===== config.mk =====
export PLATFORM = sky130hd
export DESIGN_NAME = write_command_framer_crc16_flat
export DESIGN_NICKNAME = d
export VERILOG_FILES = /design/src/design/wcf_pkg.sv /design/src/design/wcf_channels.sv /design/src/design/wcf_front.sv /design/src/design/wcf_cmd_fifo.sv /design/src/design/wcf_back.sv /design/src/design/write_command_framer_crc16.sv /design/src/flat_wrapper.sv
export SDC_FILE = /design/constraint.sdc
export NUM_CORES = 1
export LEC_CHECK = 0
export BUFFER_PORTS_ARGS = -buffer_cell sky130_fd_sc_hd__buf_2
export CAP_MARGIN = 20
export CORE_ASPECT_RATIO = 1.5
export CORE_MARGIN = 2
export CORE_UTILIZATION = 61
export DETAILED_ROUTE_END_ITERATION = 8
export PLACE_DENSITY = 0.88
export SLEW_MARGIN = 20
export SYNTH_ARGS = -nofsm -noshare
export SYNTH_HDL_FRONTEND = slang
export SYNTH_HIERARCHICAL = 1
export SYNTH_SLANG_ARGS = --single-unit

===== constraint.sdc =====
create_clock -name clk -period 4.2 [get_ports clk]
set_input_delay 0.42 -clock clk [delete_from_list [all_inputs] [get_ports clk]]
set_output_delay 0.42 -clock clk [all_outputs]
set_load 0.005 [all_outputs]

===== src/design/wcf_pkg.sv =====
// ============================================================================
// wcf_pkg
// Shared types, constants and the CRC-16 XModem byte update for the framer.
// ============================================================================
`default_nettype none

package wcf_pkg;

    localparam logic [7:0]  FRAME_START   = 8'h7E;
    localparam logic [7:0]  FRAME_ZERO    = 8'h00;
    localparam logic [7:0]  FRAME_TYPE_WR = 8'h08;
    localparam logic [15:0] CRC_POLY      = 16'h1021;
    localparam logic [15:0] CRC_INIT      = 16'h0000;
    localparam logic [8:0]  MAX_PAYLOAD   = 9'd256;

    localparam int QUEUE_DEPTH_DEFAULT = 4;

    // One accepted payload beat, already classified by the front end.
    typedef struct packed {
        logic [7:0]  payload_byte;
        logic [7:0]  len_byte;
        logic [15:0] target_address;
        logic        open_frame;
        logic        close_frame;
    } wcf_cmd_t;

    typedef enum logic [3:0] {
        ST_BEGIN,
        ST_START,
        ST_ZERO,
        ST_TYPE,
        ST_LEN,
        ST_ADDR_HI,
        ST_ADDR_LO,
        ST_DATA,
        ST_CRC_HI,
        ST_CRC_LO
    } wcf_step_t;

    // MSB-first CRC-16 with polynomial 0x1021, one byte per call.
    function automatic logic [15:0] crc_feed(input logic [15:0] crc_in,
                                             input logic [7:0]  data);
        logic [15:0] c;
        c = crc_in ^ {data, 8'h00};
        for (int b = 0; b < 8; b++)
        begin
            c = c[15] ? ((c << 1) ^ CRC_POLY) : (c << 1);
        end
        return c;
    endfunction

endpackage

`default_nettype wire


===== src/design/wcf_channels.sv =====
// ============================================================================
// wcf channels
// Valid/ready interfaces for the payload input and the frame byte output.
// ============================================================================
`default_nettype none

interface wcf_in_if;
    logic        valid;
    logic        ready;
    logic [7:0]  payload_byte;
    logic [8:0]  frame_length;
    logic [15:0] target_address;

    modport source (output valid, output payload_byte, output frame_length,
                    output target_address, input ready);
    modport sink   (input valid, input payload_byte, input frame_length,
                    input target_address, output ready);
endinterface

interface wcf_out_if;
    logic       valid;
    logic       ready;
    logic [7:0] out_byte;
    logic       run_last;
    logic       frame_end;

    modport source (output valid, output out_byte, output run_last,
                    output frame_end, input ready);
    modport sink   (input valid, input out_byte, input run_last,
                    input frame_end, output ready);
endinterface

`default_nettype wire


===== src/design/wcf_front.sv =====
// ============================================================================
// wcf_front
// Accepts payload beats, tracks the open frame and classifies each beat.
// ============================================================================
`default_nettype none

module wcf_front (
    input  wire logic               clk,
    input  wire logic               rst_n,
    wcf_in_if.sink                  data_chan,
    input  wire logic               queue_full,
    output wcf_pkg::wcf_cmd_t       cmd,
    output logic                    push,
    output logic                    frame_open
);
    import wcf_pkg::*;

    logic [8:0] remaining_reg;
    logic [8:0] remaining_next;
    logic [8:0] len_clamped;
    logic [8:0] count_after;
    logic       opening;

    assign data_chan.ready = !queue_full;
    assign push            = data_chan.valid && !queue_full;
    assign opening         = (remaining_reg == 9'd0);
    assign frame_open      = !opening;

    always_comb
    begin
        priority if (data_chan.frame_length == 9'd0)
            len_clamped = 9'd1;
        else if (data_chan.frame_length > MAX_PAYLOAD)
            len_clamped = MAX_PAYLOAD;
        else
            len_clamped = data_chan.frame_length;
    end

    assign count_after    = (opening ? len_clamped : remaining_reg) - 9'd1;
    assign remaining_next = push ? count_after : remaining_reg;

    always_comb
    begin
        cmd.payload_byte   = data_chan.payload_byte;
        cmd.len_byte       = len_clamped[7:0];
        cmd.target_address = data_chan.target_address;
        cmd.open_frame     = opening;
        cmd.close_frame    = (count_after == 9'd0);
    end

    always_ff @(posedge clk or negedge rst_n)
    begin
        if (!rst_n)
            remaining_reg <= 9'd0;
        else
            remaining_reg <= remaining_next;
    end

endmodule

`default_nettype wire


===== src/design/wcf_cmd_fifo.sv =====
// ============================================================================
// wcf_cmd_fifo
// Short queue of classified beats between the front end and the sequencer.
// ============================================================================
`default_nettype none

module wcf_cmd_fifo #(
    parameter int DEPTH = wcf_pkg::QUEUE_DEPTH_DEFAULT
) (
    input  wire logic               clk,
    input  wire logic               rst_n,
    input  wire logic               push,
    input  wire wcf_pkg::wcf_cmd_t  push_cmd,
    input  wire logic               pop,
    output wcf_pkg::wcf_cmd_t       head,
    output logic                    empty,
    output logic                    full
);
    import wcf_pkg::*;

    localparam int PTR_W = (DEPTH > 1) ? $clog2(DEPTH) : 1;
    localparam int CNT_W = $clog2(DEPTH + 1);

    wcf_cmd_t           store_reg [DEPTH];
    logic [PTR_W-1:0]   wr_ptr_reg;
    logic [PTR_W-1:0]   wr_ptr_next;
    logic [PTR_W-1:0]   rd_ptr_reg;
    logic [PTR_W-1:0]   rd_ptr_next;
    logic [CNT_W-1:0]   count_reg;
    logic [CNT_W-1:0]   count_next;
    logic               do_push;
    logic               do_pop;

    assign empty   = (count_reg == CNT_W'(0));
    assign full    = (count_reg == CNT_W'(DEPTH));
    assign do_push = push && !full;
    assign do_pop  = pop && !empty;
    assign head    = store_reg[rd_ptr_reg];

    always_comb
    begin
        wr_ptr_next = wr_ptr_reg;
        rd_ptr_next = rd_ptr_reg;
        count_next  = count_reg;
        if (do_push)
            wr_ptr_next = (wr_ptr_reg == PTR_W'(DEPTH - 1)) ? '0 : wr_ptr_reg + PTR_W'(1);
        if (do_pop)
            rd_ptr_next = (rd_ptr_reg == PTR_W'(DEPTH - 1)) ? '0 : rd_ptr_reg + PTR_W'(1);
        if (do_push && !do_pop)
            count_next = count_reg + CNT_W'(1);
        else if (do_pop && !do_push)
            count_next = count_reg - CNT_W'(1);
    end

    always_ff @(posedge clk or negedge rst_n)
    begin
        if (!rst_n)
        begin
            wr_ptr_reg <= '0;
            rd_ptr_reg <= '0;
            count_reg  <= '0;
        end
        else
        begin
            wr_ptr_reg <= wr_ptr_next;
            rd_ptr_reg <= rd_ptr_next;
            count_reg  <= count_next;
        end
    end

    always_ff @(posedge clk)
    begin
        if (do_push)
            store_reg[wr_ptr_reg] <= push_cmd;
    end

endmodule

`default_nettype wire


===== src/design/wcf_back.sv =====
// ============================================================================
// wcf_back
// Frame sequencer: expands each queued beat into header, data and CRC bytes.
// ============================================================================
`default_nettype none

module wcf_back (
    input  wire logic               clk,
    input  wire logic               rst_n,
    input  wire wcf_pkg::wcf_cmd_t  head,
    input  wire logic               empty,
    output logic                    pop,
    wcf_out_if.source               frame_chan
);
    import wcf_pkg::*;

    wcf_step_t   step_reg;
    wcf_step_t   step_next;
    wcf_step_t   cur_step;
    logic [15:0] crc_reg;
    logic [15:0] crc_next;
    logic        valid_reg;
    logic        valid_next;
    logic [7:0]  byte_reg;
    logic        last_reg;
    logic        end_reg;
    logic [7:0]  emit_byte;
    logic        emit_last;
    logic        emit_end;
    logic        advance;
    logic        emit;

    assign advance = !valid_reg || frame_chan.ready;
    assign emit    = advance && !empty;
    assign pop     = emit && emit_last;

    // A fresh command starts either at the frame header or at its data byte.
    assign cur_step = (step_reg == ST_BEGIN) ? (head.open_frame ? ST_START : ST_DATA)
                                             : step_reg;

    always_comb
    begin
        step_next = step_reg;
        if (emit)
        begin
            unique case (cur_step)
                ST_START:   step_next = ST_ZERO;
                ST_ZERO:    step_next = ST_TYPE;
                ST_TYPE:    step_next = ST_LEN;
                ST_LEN:     step_next = ST_ADDR_HI;
                ST_ADDR_HI: step_next = ST_ADDR_LO;
                ST_ADDR_LO: step_next = ST_DATA;
                ST_DATA:    step_next = head.close_frame ? ST_CRC_HI : ST_BEGIN;
                ST_CRC_HI:  step_next = ST_CRC_LO;
                default:    step_next = ST_BEGIN;
            endcase
        end
    end

    always_comb
    begin
        emit_last = 1'b0;
        emit_end  = 1'b0;
        crc_next  = crc_reg;
        unique case (cur_step)
            ST_START:   emit_byte = FRAME_START;
            ST_ZERO:    emit_byte = FRAME_ZERO;
            ST_TYPE:
            begin
                emit_byte = FRAME_TYPE_WR;
                crc_next  = crc_feed(CRC_INIT, FRAME_TYPE_WR);
            end
            ST_LEN:
            begin
                emit_byte = head.len_byte;
                crc_next  = crc_feed(crc_reg, head.len_byte);
            end
            ST_ADDR_HI:
            begin
                emit_byte = head.target_address[15:8];
                crc_next  = crc_feed(crc_reg, head.target_address[15:8]);
            end
            ST_ADDR_LO:
            begin
                emit_byte = head.target_address[7:0];
                crc_next  = crc_feed(crc_reg, head.target_address[7:0]);
            end
            ST_DATA:
            begin
                emit_byte = head.payload_byte;
                crc_next  = crc_feed(crc_reg, head.payload_byte);
                emit_last = !head.close_frame;
            end
            ST_CRC_HI:  emit_byte = crc_reg[15:8];
            ST_CRC_LO:
            begin
                emit_byte = crc_reg[7:0];
                crc_next  = CRC_INIT;
                emit_last = 1'b1;
                emit_end  = 1'b1;
            end
            default:    emit_byte = FRAME_ZERO;
        endcase
    end

    assign valid_next = emit ? 1'b1 : (frame_chan.ready ? 1'b0 : valid_reg);

    always_ff @(posedge clk or negedge rst_n)
    begin
        if (!rst_n)
        begin
            step_reg  <= ST_BEGIN;
            crc_reg   <= CRC_INIT;
            valid_reg <= 1'b0;
        end
        else
        begin
            step_reg  <= step_next;
            valid_reg <= valid_next;
            if (emit)
                crc_reg <= crc_next;
        end
    end

    always_ff @(posedge clk)
    begin
        if (emit)
        begin
            byte_reg <= emit_byte;
            last_reg <= emit_last;
            end_reg  <= emit_end;
        end
    end

    assign frame_chan.valid     = valid_reg;
    assign frame_chan.out_byte  = byte_reg;
    assign frame_chan.run_last  = last_reg;
    assign frame_chan.frame_end = end_reg;

endmodule

`default_nettype wire


===== src/design/write_command_framer_crc16.sv =====
// ============================================================================
// write_command_framer_crc16
// Builds write-command frames with a CRC-16 XModem trailer from payload beats.
// ============================================================================
//
//   channel     dir   beat contents
//   ----------  ----  ------------------------------------------------
//   data_chan   in    payload_byte, frame_length, target_address
//   frame_chan  out   out_byte, run_last, frame_end
//
// Mid-frame payload beats flow at one beat per cycle while the queue has room.
// The sequencer emits one frame byte per cycle unless the output stalls; an
// opening beat yields 7 bytes, a closing one 3, and a one-byte frame 9.
// Reset clears the open-frame count, the CRC, the queue and the output stage.
// A queue of QUEUE_DEPTH beats lets the input keep taking beats while the
// sequencer is busy with a header or trailer or the output is stalled.
// ============================================================================
`default_nettype none

module write_command_framer_crc16 #(
    parameter int QUEUE_DEPTH = wcf_pkg::QUEUE_DEPTH_DEFAULT
) (
    input  wire logic   clk,
    input  wire logic   rst_n,
    wcf_in_if.sink      data_chan,
    wcf_out_if.source   frame_chan
);
    import wcf_pkg::*;

    wcf_cmd_t   front_cmd;
    wcf_cmd_t   head_cmd;
    logic       push;
    logic       pop;
    logic       queue_empty;
    logic       queue_full;
    logic       frame_open;

    wcf_front u_front (
        .clk        (clk),
        .rst_n      (rst_n),
        .data_chan  (data_chan),
        .queue_full (queue_full),
        .cmd        (front_cmd),
        .push       (push),
        .frame_open (frame_open)
    );

    wcf_cmd_fifo #(
        .DEPTH (QUEUE_DEPTH)
    ) u_fifo (
        .clk      (clk),
        .rst_n    (rst_n),
        .push     (push),
        .push_cmd (front_cmd),
        .pop      (pop),
        .head     (head_cmd),
        .empty    (queue_empty),
        .full     (queue_full)
    );

    wcf_back u_back (
        .clk        (clk),
        .rst_n      (rst_n),
        .head       (head_cmd),
        .empty      (queue_empty),
        .pop        (pop),
        .frame_chan (frame_chan)
    );

    // The CRC low byte always ends the work of the beat that caused it.
    a_end_is_last: assert property (@(posedge clk) disable iff (!rst_n)
        (frame_chan.valid && frame_chan.frame_end) |-> frame_chan.run_last)
        else $error("frame end without run_last");

    // A beat classified as closing leaves no frame open behind it.
    a_close_clears: assert property (@(posedge clk) disable iff (!rst_n)
        (push && front_cmd.close_frame) |=> !frame_open)
        else $error("frame still open after closing beat");

    // A beat classified as continuing keeps the frame open.
    a_open_holds: assert property (@(posedge clk) disable iff (!rst_n)
        (push && !front_cmd.close_frame) |=> frame_open)
        else $error("frame closed early");

    // The sequencer never retires a beat from an empty queue.
    a_pop_nonempty: assert property (@(posedge clk) disable iff (!rst_n)
        pop |-> !queue_empty)
        else $error("pop from empty queue");

endmodule

`default_nettype wire


===== src/flat_wrapper.sv =====
// flat-port wrapper written by rule: the top's interface ports become plain ports
module write_command_framer_crc16_flat import wcf_pkg::*;
#(
    parameter int QUEUE_DEPTH = wcf_pkg::QUEUE_DEPTH_DEFAULT
)
  (clk, rst_n, data_chan_valid, data_chan_payload_byte, data_chan_frame_length, data_chan_target_address, data_chan_ready, frame_chan_valid, frame_chan_out_byte, frame_chan_run_last, frame_chan_frame_end, frame_chan_ready);
  wcf_in_if data_chan_i ();
  wcf_out_if frame_chan_i ();
  input  wire logic clk;
  input  wire logic rst_n;
  input wire logic [$bits(data_chan_i.valid)-1:0] data_chan_valid;
  input wire logic [$bits(data_chan_i.payload_byte)-1:0] data_chan_payload_byte;
  input wire logic [$bits(data_chan_i.frame_length)-1:0] data_chan_frame_length;
  input wire logic [$bits(data_chan_i.target_address)-1:0] data_chan_target_address;
  output wire logic [$bits(data_chan_i.ready)-1:0] data_chan_ready;
  output wire logic [$bits(frame_chan_i.valid)-1:0] frame_chan_valid;
  output wire logic [$bits(frame_chan_i.out_byte)-1:0] frame_chan_out_byte;
  output wire logic [$bits(frame_chan_i.run_last)-1:0] frame_chan_run_last;
  output wire logic [$bits(frame_chan_i.frame_end)-1:0] frame_chan_frame_end;
  input wire logic [$bits(frame_chan_i.ready)-1:0] frame_chan_ready;
  assign data_chan_i.valid = data_chan_valid;
  assign data_chan_i.payload_byte = data_chan_payload_byte;
  assign data_chan_i.frame_length = data_chan_frame_length;
  assign data_chan_i.target_address = data_chan_target_address;
  assign data_chan_ready = data_chan_i.ready;
  assign frame_chan_valid = frame_chan_i.valid;
  assign frame_chan_out_byte = frame_chan_i.out_byte;
  assign frame_chan_run_last = frame_chan_i.run_last;
  assign frame_chan_frame_end = frame_chan_i.frame_end;
  assign frame_chan_i.ready = frame_chan_ready;
  write_command_framer_crc16 #(.QUEUE_DEPTH(QUEUE_DEPTH)) u_core (.clk(clk), .rst_n(rst_n), .data_chan(data_chan_i), .frame_chan(frame_chan_i));
endmodule

Yosys cells after proc, flatten, opt, wreduce, memory -nomap -nowiden

Memories as Yosys holds them, arrays and structs flattened.
Cells that the tools add are included.

Flip-flop bits (word level): 47
Memory bits (writable): 136
Output and inout port bits: 12
Logic and storage cells: 139
Memories kept: 1

Memory list:

| memory                  | words | width | rd ports | clocked after memory_dff | write ports | line               | source |
|---|---|---|---|---|---|---|---|
| u_core.u_fifo.store_reg | 4     | 34    | 1        | 0                        | 1           | wcf_cmd_fifo.sv:24 | `wcf_cmd_t store_reg [DEPTH];` |

$add $sub $neg: 5
$lt $le $gt $ge: 1
Eq/ne operators: 12
Multiplexer cells: 51
Bitwise gates (word level): 36
Reduce and logical (&&, ||, !) cells: 23

Operators with widths:

| operator                                                               | count |
|---|---|
| 13-bit 2-to-1 mux                                                      | 32 |
| 3-bit inverter                                                         | 32 |
| 16-bit case mux with 6 select lines                                    | 1 |
| 8-bit case mux with 8 select lines                                     | 1 |
| 16-bit bitwise XOR                                                     | 4 |
| 4-bit case mux with 8 select lines                                     | 1 |
| 9-bit zero test                                                        | 3 |
| 9-bit 2-to-1 mux                                                       | 3 |
| 4-bit by 3-bit equality test with 1-bit output (second input constant) | 4 |
| 9-bit > comparator (second input constant)                             | 1 |
| 3-bit 2-to-1 mux                                                       | 3 |
| 9-bit by 1-bit subtractor with 9-bit output (second input constant)    | 1 |
| 4-bit by 2-bit equality test with 1-bit output (second input constant) | 2 |
| 4-bit equality test (second input constant)                            | 2 |
| 4-bit 2-to-1 mux                                                       | 2 |
| 1-bit logical AND                                                      | 7 |
| 1-bit zero test                                                        | 6 |
| 6-bit nonzero test                                                     | 1 |
| 1-bit 2-to-1 mux                                                       | 5 |
| 2-bit by 1-bit adder with 2-bit output (second input constant)         | 2 |
| 2-bit equality test (second input constant)                            | 2 |
| 4-bit by 1-bit equality test with 1-bit output (second input constant) | 1 |
| 4-bit zero test                                                        | 1 |
| 2-bit 2-to-1 mux                                                       | 2 |
| other kinds (8)                                                        | 9 |

Depth between registers and ports, before layout

An unclocked memory read counts as a cell.

Depth in word-level cells: 19
Depth in mapped cells: 15

Cells and area by module

The synthesis kept the hierarchy.

By module, submodules not included:

| module       | times used | cells an instance | area each (um^2) |
|---|---|---|---|
| wcf_cmd_fifo | 1          | 215               | 5346.4 |
| wcf_back     | 1          | 305               | 2788.9 |
| wcf_front    | 1          | 129               | 1058.5 |

Worst setup path after synthesis

No wires, ideal clock.

Path type: flip-flop to flip-flop
Start point: reg u_core.u_fifo.rd_ptr_reg[0]
End point: reg u_core.u_fifo.count_reg[1]
Setup time: 0.125 ns
Data arrival time: 3.221 ns
Data required time: 4.075 ns
Slack: 0.854 ns
Stages on the path, launching flop included: 14
Buffers on the path: 3
Period minus slack after synthesis: 3.346 ns
Path through: dfrtp_1 -> buf_4 -> buf_4 -> mux4_2 -> clkbuf_1 -> nor4_1 -> o21ai_1 -> o21bai_1 -> and2_1 -> o31ai_2 -> ha_1 -> inv_1 -> fa_1 -> mux2_2

RTL lines:

| what                     | line               | source |
|---|---|---|
| start: declaration       | wcf_cmd_fifo.sv:27 | `logic [PTR_W-1:0] rd_ptr_reg;` |
| start signal: assignment | wcf_cmd_fifo.sv:66 | `rd_ptr_reg <= rd_ptr_next;` |
| end signal: assignment   | wcf_cmd_fifo.sv:67 | `count_reg <= count_next;` |
| end: declaration         | wcf_cmd_fifo.sv:29 | `logic [CNT_W-1:0] count_reg;` |

==> impl_metrics.py <==
metrics = {
    "clocking": {
        "cts_buffers": 17,
        "clock-sinks": 183,
        "post-cts-setup-buffers": 0,
        "root_buffer": "clkbuf_16",
        "cts-resized-gates": 0,
        "cts_hold_buf": 0,
        "cts_tree": "yes",
        "htree_levels": 4,
        "clkLatencyLatePin_ps": 430,
        "clock_path_buffers": 2,
        "clkSlewWorstSetupHoldPaths_ps": 70,
    },
    "critical_path": {
        "reg2reg_to": "u_core/u_fifo/count_reg[1]",
        "critPathSlowestCell": "mux4_2",
        "slowest_delay_ps": 620,
        "r2r_start": "u_core/u_fifo/rd_ptr_reg[0]",
        "reg2reg_slack_ps": 1080,
        "end_kind": "register",
        "crit_type": "reg2reg",
        "rr_worst_depth": 10,
        "arrival_ps": 3440,
        "crit_path_start_kind": "register",
        "crit_chain": "mux4_2 -> nor4_1 -> o21ai_1 -> o21bai_1 -> and2_1 -> o31ai_2 -> ha_1 -> inv_1 -> fa_1 -> mux2_2",
        "crit_fanout": 8,
        "cp.required_ps": 4520,
    },
    "grt": {
        "grt_max_degree": 38,
        "grt_pass1_vias": 5901,
        "antenna_found_initial": 0,
        "global_route.overflow_total": 0,
        "grt_pass1_wl_um": 32900,
        "grt_use_total_pct": 27.2,
    },
    "sta": {
        "whs_ps": 124,
        "slew_headroom_pct": 27.4,
        "post-route-min-period_ps": 3120,
        "fin_skew_ps": 5.82,
        "rsz0062_at_grt": "false",
        "setup_violations": 0,
        "max_clock_freq_ghz": 0.321,
        "worstMarginPinSlew_ps": 1080,
        "hold_viol": 0,
        "maxSlewViolCount": 0,
        "fin_ws_ps": 1080,
        "finalCritPeriodShare_pct": 74.2,
        "fin_tns_setup_ps": 0,
    },
    "route": {
        "first_pass_iters": 5,
        "drt_iter0_drc": 393,
        "vias_per_cell": 6.31,
        "drc": 0,
        "vias": 5593,
        "ant_nets": 0,
        "routed_wl_um": 20700,
        "wl_per_cell_um": 23.4,
    },
    "synth": {
        "yosysSeqAreaShare_pct": 57.8,
        "synth-compound-area-share_pct": 9.62,
        "synth.distinct_cells": 78,
        "synth.ff_latch_count": 183,
        "synthXorXnorAreaFrac_pct": 7.93,
        "async_flop_share_pct": 20.2,
        "netlist_area_um2": 9190,
        "synth_top_family_by_area": "multiplexers",
        "ys.flop_type": "edfxtp_1",
        "syn-num-nets": 695,
        "synthMuxAreaShare_pct": 10.9,
        "yosys.area_share.simple_pct": 7.68,
        "synthCells": 649,
        "synth_fa_ha_area_share_pct": 1.31,
        "synth_edf_count": 146,
        "yosysWarnings": 6,
        "syn_avg_cell_area_um2": 14.2,
    },
    "outcome": {
        "outcome": "finished, final reports clean",
    },
    "die": {
        "dieArea_um2": 16100,
        "start_util_pct": 61.6,
        "die_x_um": 104,
        "core-area_um2": 14900,
        "io_pins": 49,
        "rows": 55,
        "die_y_um": 154,
    },
    "pwr": {
        "leakage_uw": 0.00356,
        "p_per_area_nw_per_um2": 871,
        "total_power_uw": 8750,
        "max-vdd-ir-drop_mv": 0.482,
    },
    "placed_design": {
        "dp_slack_ps": 1070,
        "dp_hpwl_um": 14400,
        "portBuffers": 48,
        "gp_congestion": 0.963,
    },
    "cells_and_area": {
        "diodes": 0,
        "finalNetCount": 720,
        "largest_register_ffs": 136,
        "synthToLayoutAreaGrowth_pct": 9.20,
        "fill_cells": 1036,
        "layout-drive-gt1-share_pct": 24.6,
    },
    "flow_run": {
        "drv_cap": 0,
    },
    "min_path": {
        "hold_class": "in2async",
    },
}
==> area by class of cell <==
| type | instances | area, um^2 | share of cell area, % |
|---|---|---|---|
| Clock buffer | 17 | 425 | 4.24 |
| Clock inverter | 15 | 218 | 2.17 |
| Inverter | 14 | 55.1 | 0.548 |
| Multi-Input combinational cell | 397 | 3440 | 34.3 |
| Sequential cell | 183 | 5310 | 52.9 |
| Tap cell | 199 | 249 | 2.48 |
| Timing Repair Buffer | 61 | 338 | 3.36 |
==> worst max-delay path: cells and delay by family (launching register included) <==
family	cells	cell delay, ps
muxes	2	890
adders and majority gates	2	640
and+or+nand+nor	2	570
AOI/OAI and AO/OA	3	450
DFF	1	380
buffers and inverters	1	80
==> where the power goes <==
part / total (uW) / leakage, uW / switching, uW / internal (uW)
sequential: 2840 / 0.00180 / 346 / 2490
combinational: 4220 / 0.00145 / 2400 / 1820
clock: 1690 / 0.000313 / 724 / 964
==> Yosys cell counts (4+ instances only) <==
cell type,number,area [um^2]
edfxtp_1,146,4380
xnor2_1,55,482
dfrtp_1,37,926
nor2_1,36,135
buf_4,35,263
mux4_2,34,766
nand2_1,33,124
a21oi_1,25,125
o21ai_0,23,115
xor2_1,19,166
mux2i_1,14,140
nor2b_1,12,75.1
buf_2,11,55.1
inv_1,10,37.5
and2_1,8,50.1
ha_1,8,100
a221oi_1,7,61.3
a211oi_1,6,45.0
mux2_2,6,67.6
o22ai_1,6,37.5
nand2b_1,5,31.3
nand3_1,5,25.0
nor3_1,5,25.0
o21ai_1,5,25.0
a21o_1,4,30.0
a221o_1,4,40.0
a22oi_1,4,30.0
nor4_1,4,25.0
==> through the flow <==
step	area [um^2]	cells	util [%]
2_1_floorplan	9190	649	-
3_3_place_gp	9400	854	62.9
3_5_place_dp	9400	854	62.9
4_1_cts	10000	886	67.2
5_1_grt	10000	886	67.2
6_report	10000	886	67.2
==> layer usage <==
metal  GRT usage [%]  routed length [um]  vias to the layer above
met4            12.9                 966                        0
met5               0                   0                        -
li1                -                   -                     2485
met1            31.9                7600                     2817
met2            48.2               11000                      229
met3            5.44                1120                       62
==> worst max path at each step <==
stage                                             to  slack, ps                         from
after global routing      u_core/u_fifo/count_reg[1]        800  u_core/u_fifo/rd_ptr_reg[0]
after floorplan           u_core/u_fifo/count_reg[1]        850  u_core/u_fifo/rd_ptr_reg[0]
final                     u_core/u_fifo/count_reg[1]       1080  u_core/u_fifo/rd_ptr_reg[0]
after global placement    u_core/u_fifo/count_reg[1]       1170  u_core/u_fifo/rd_ptr_reg[0]
after detailed placement  u_core/u_fifo/count_reg[1]       1070  u_core/u_fifo/rd_ptr_reg[0]
after CTS                 u_core/u_fifo/count_reg[1]       1030  u_core/u_fifo/rd_ptr_reg[0]
==> cells in the final DEF (no fill, tap or decap), types with 7 or more instances in the layout <==
cell         n
buf_2       48
ha_1         8
dfrtp_1     36
nand2_1     33
clkinv_4     7
a21oi_1     25
o21ai_0     23
xnor2_1     55
a221oi_1     7
mux4_2      34
clkbuf_16   17
mux2i_1     14
and2_1       8
inv_1       10
nor2_1      36
edfxtp_1   146
xor2_1      19
nor2b_1     12
buf_4       13
==> cells by family after synthesis <==
logic type / count (synthesis)
xor gates and xnor gates: 79
buffers and inverters: 69
DFF: 183
AOI/OAI and AO/OA: 123
and+or+nand+nor: 130
adders and majority gates: 9
muxes: 56
(Power assumes the default switching activity.)
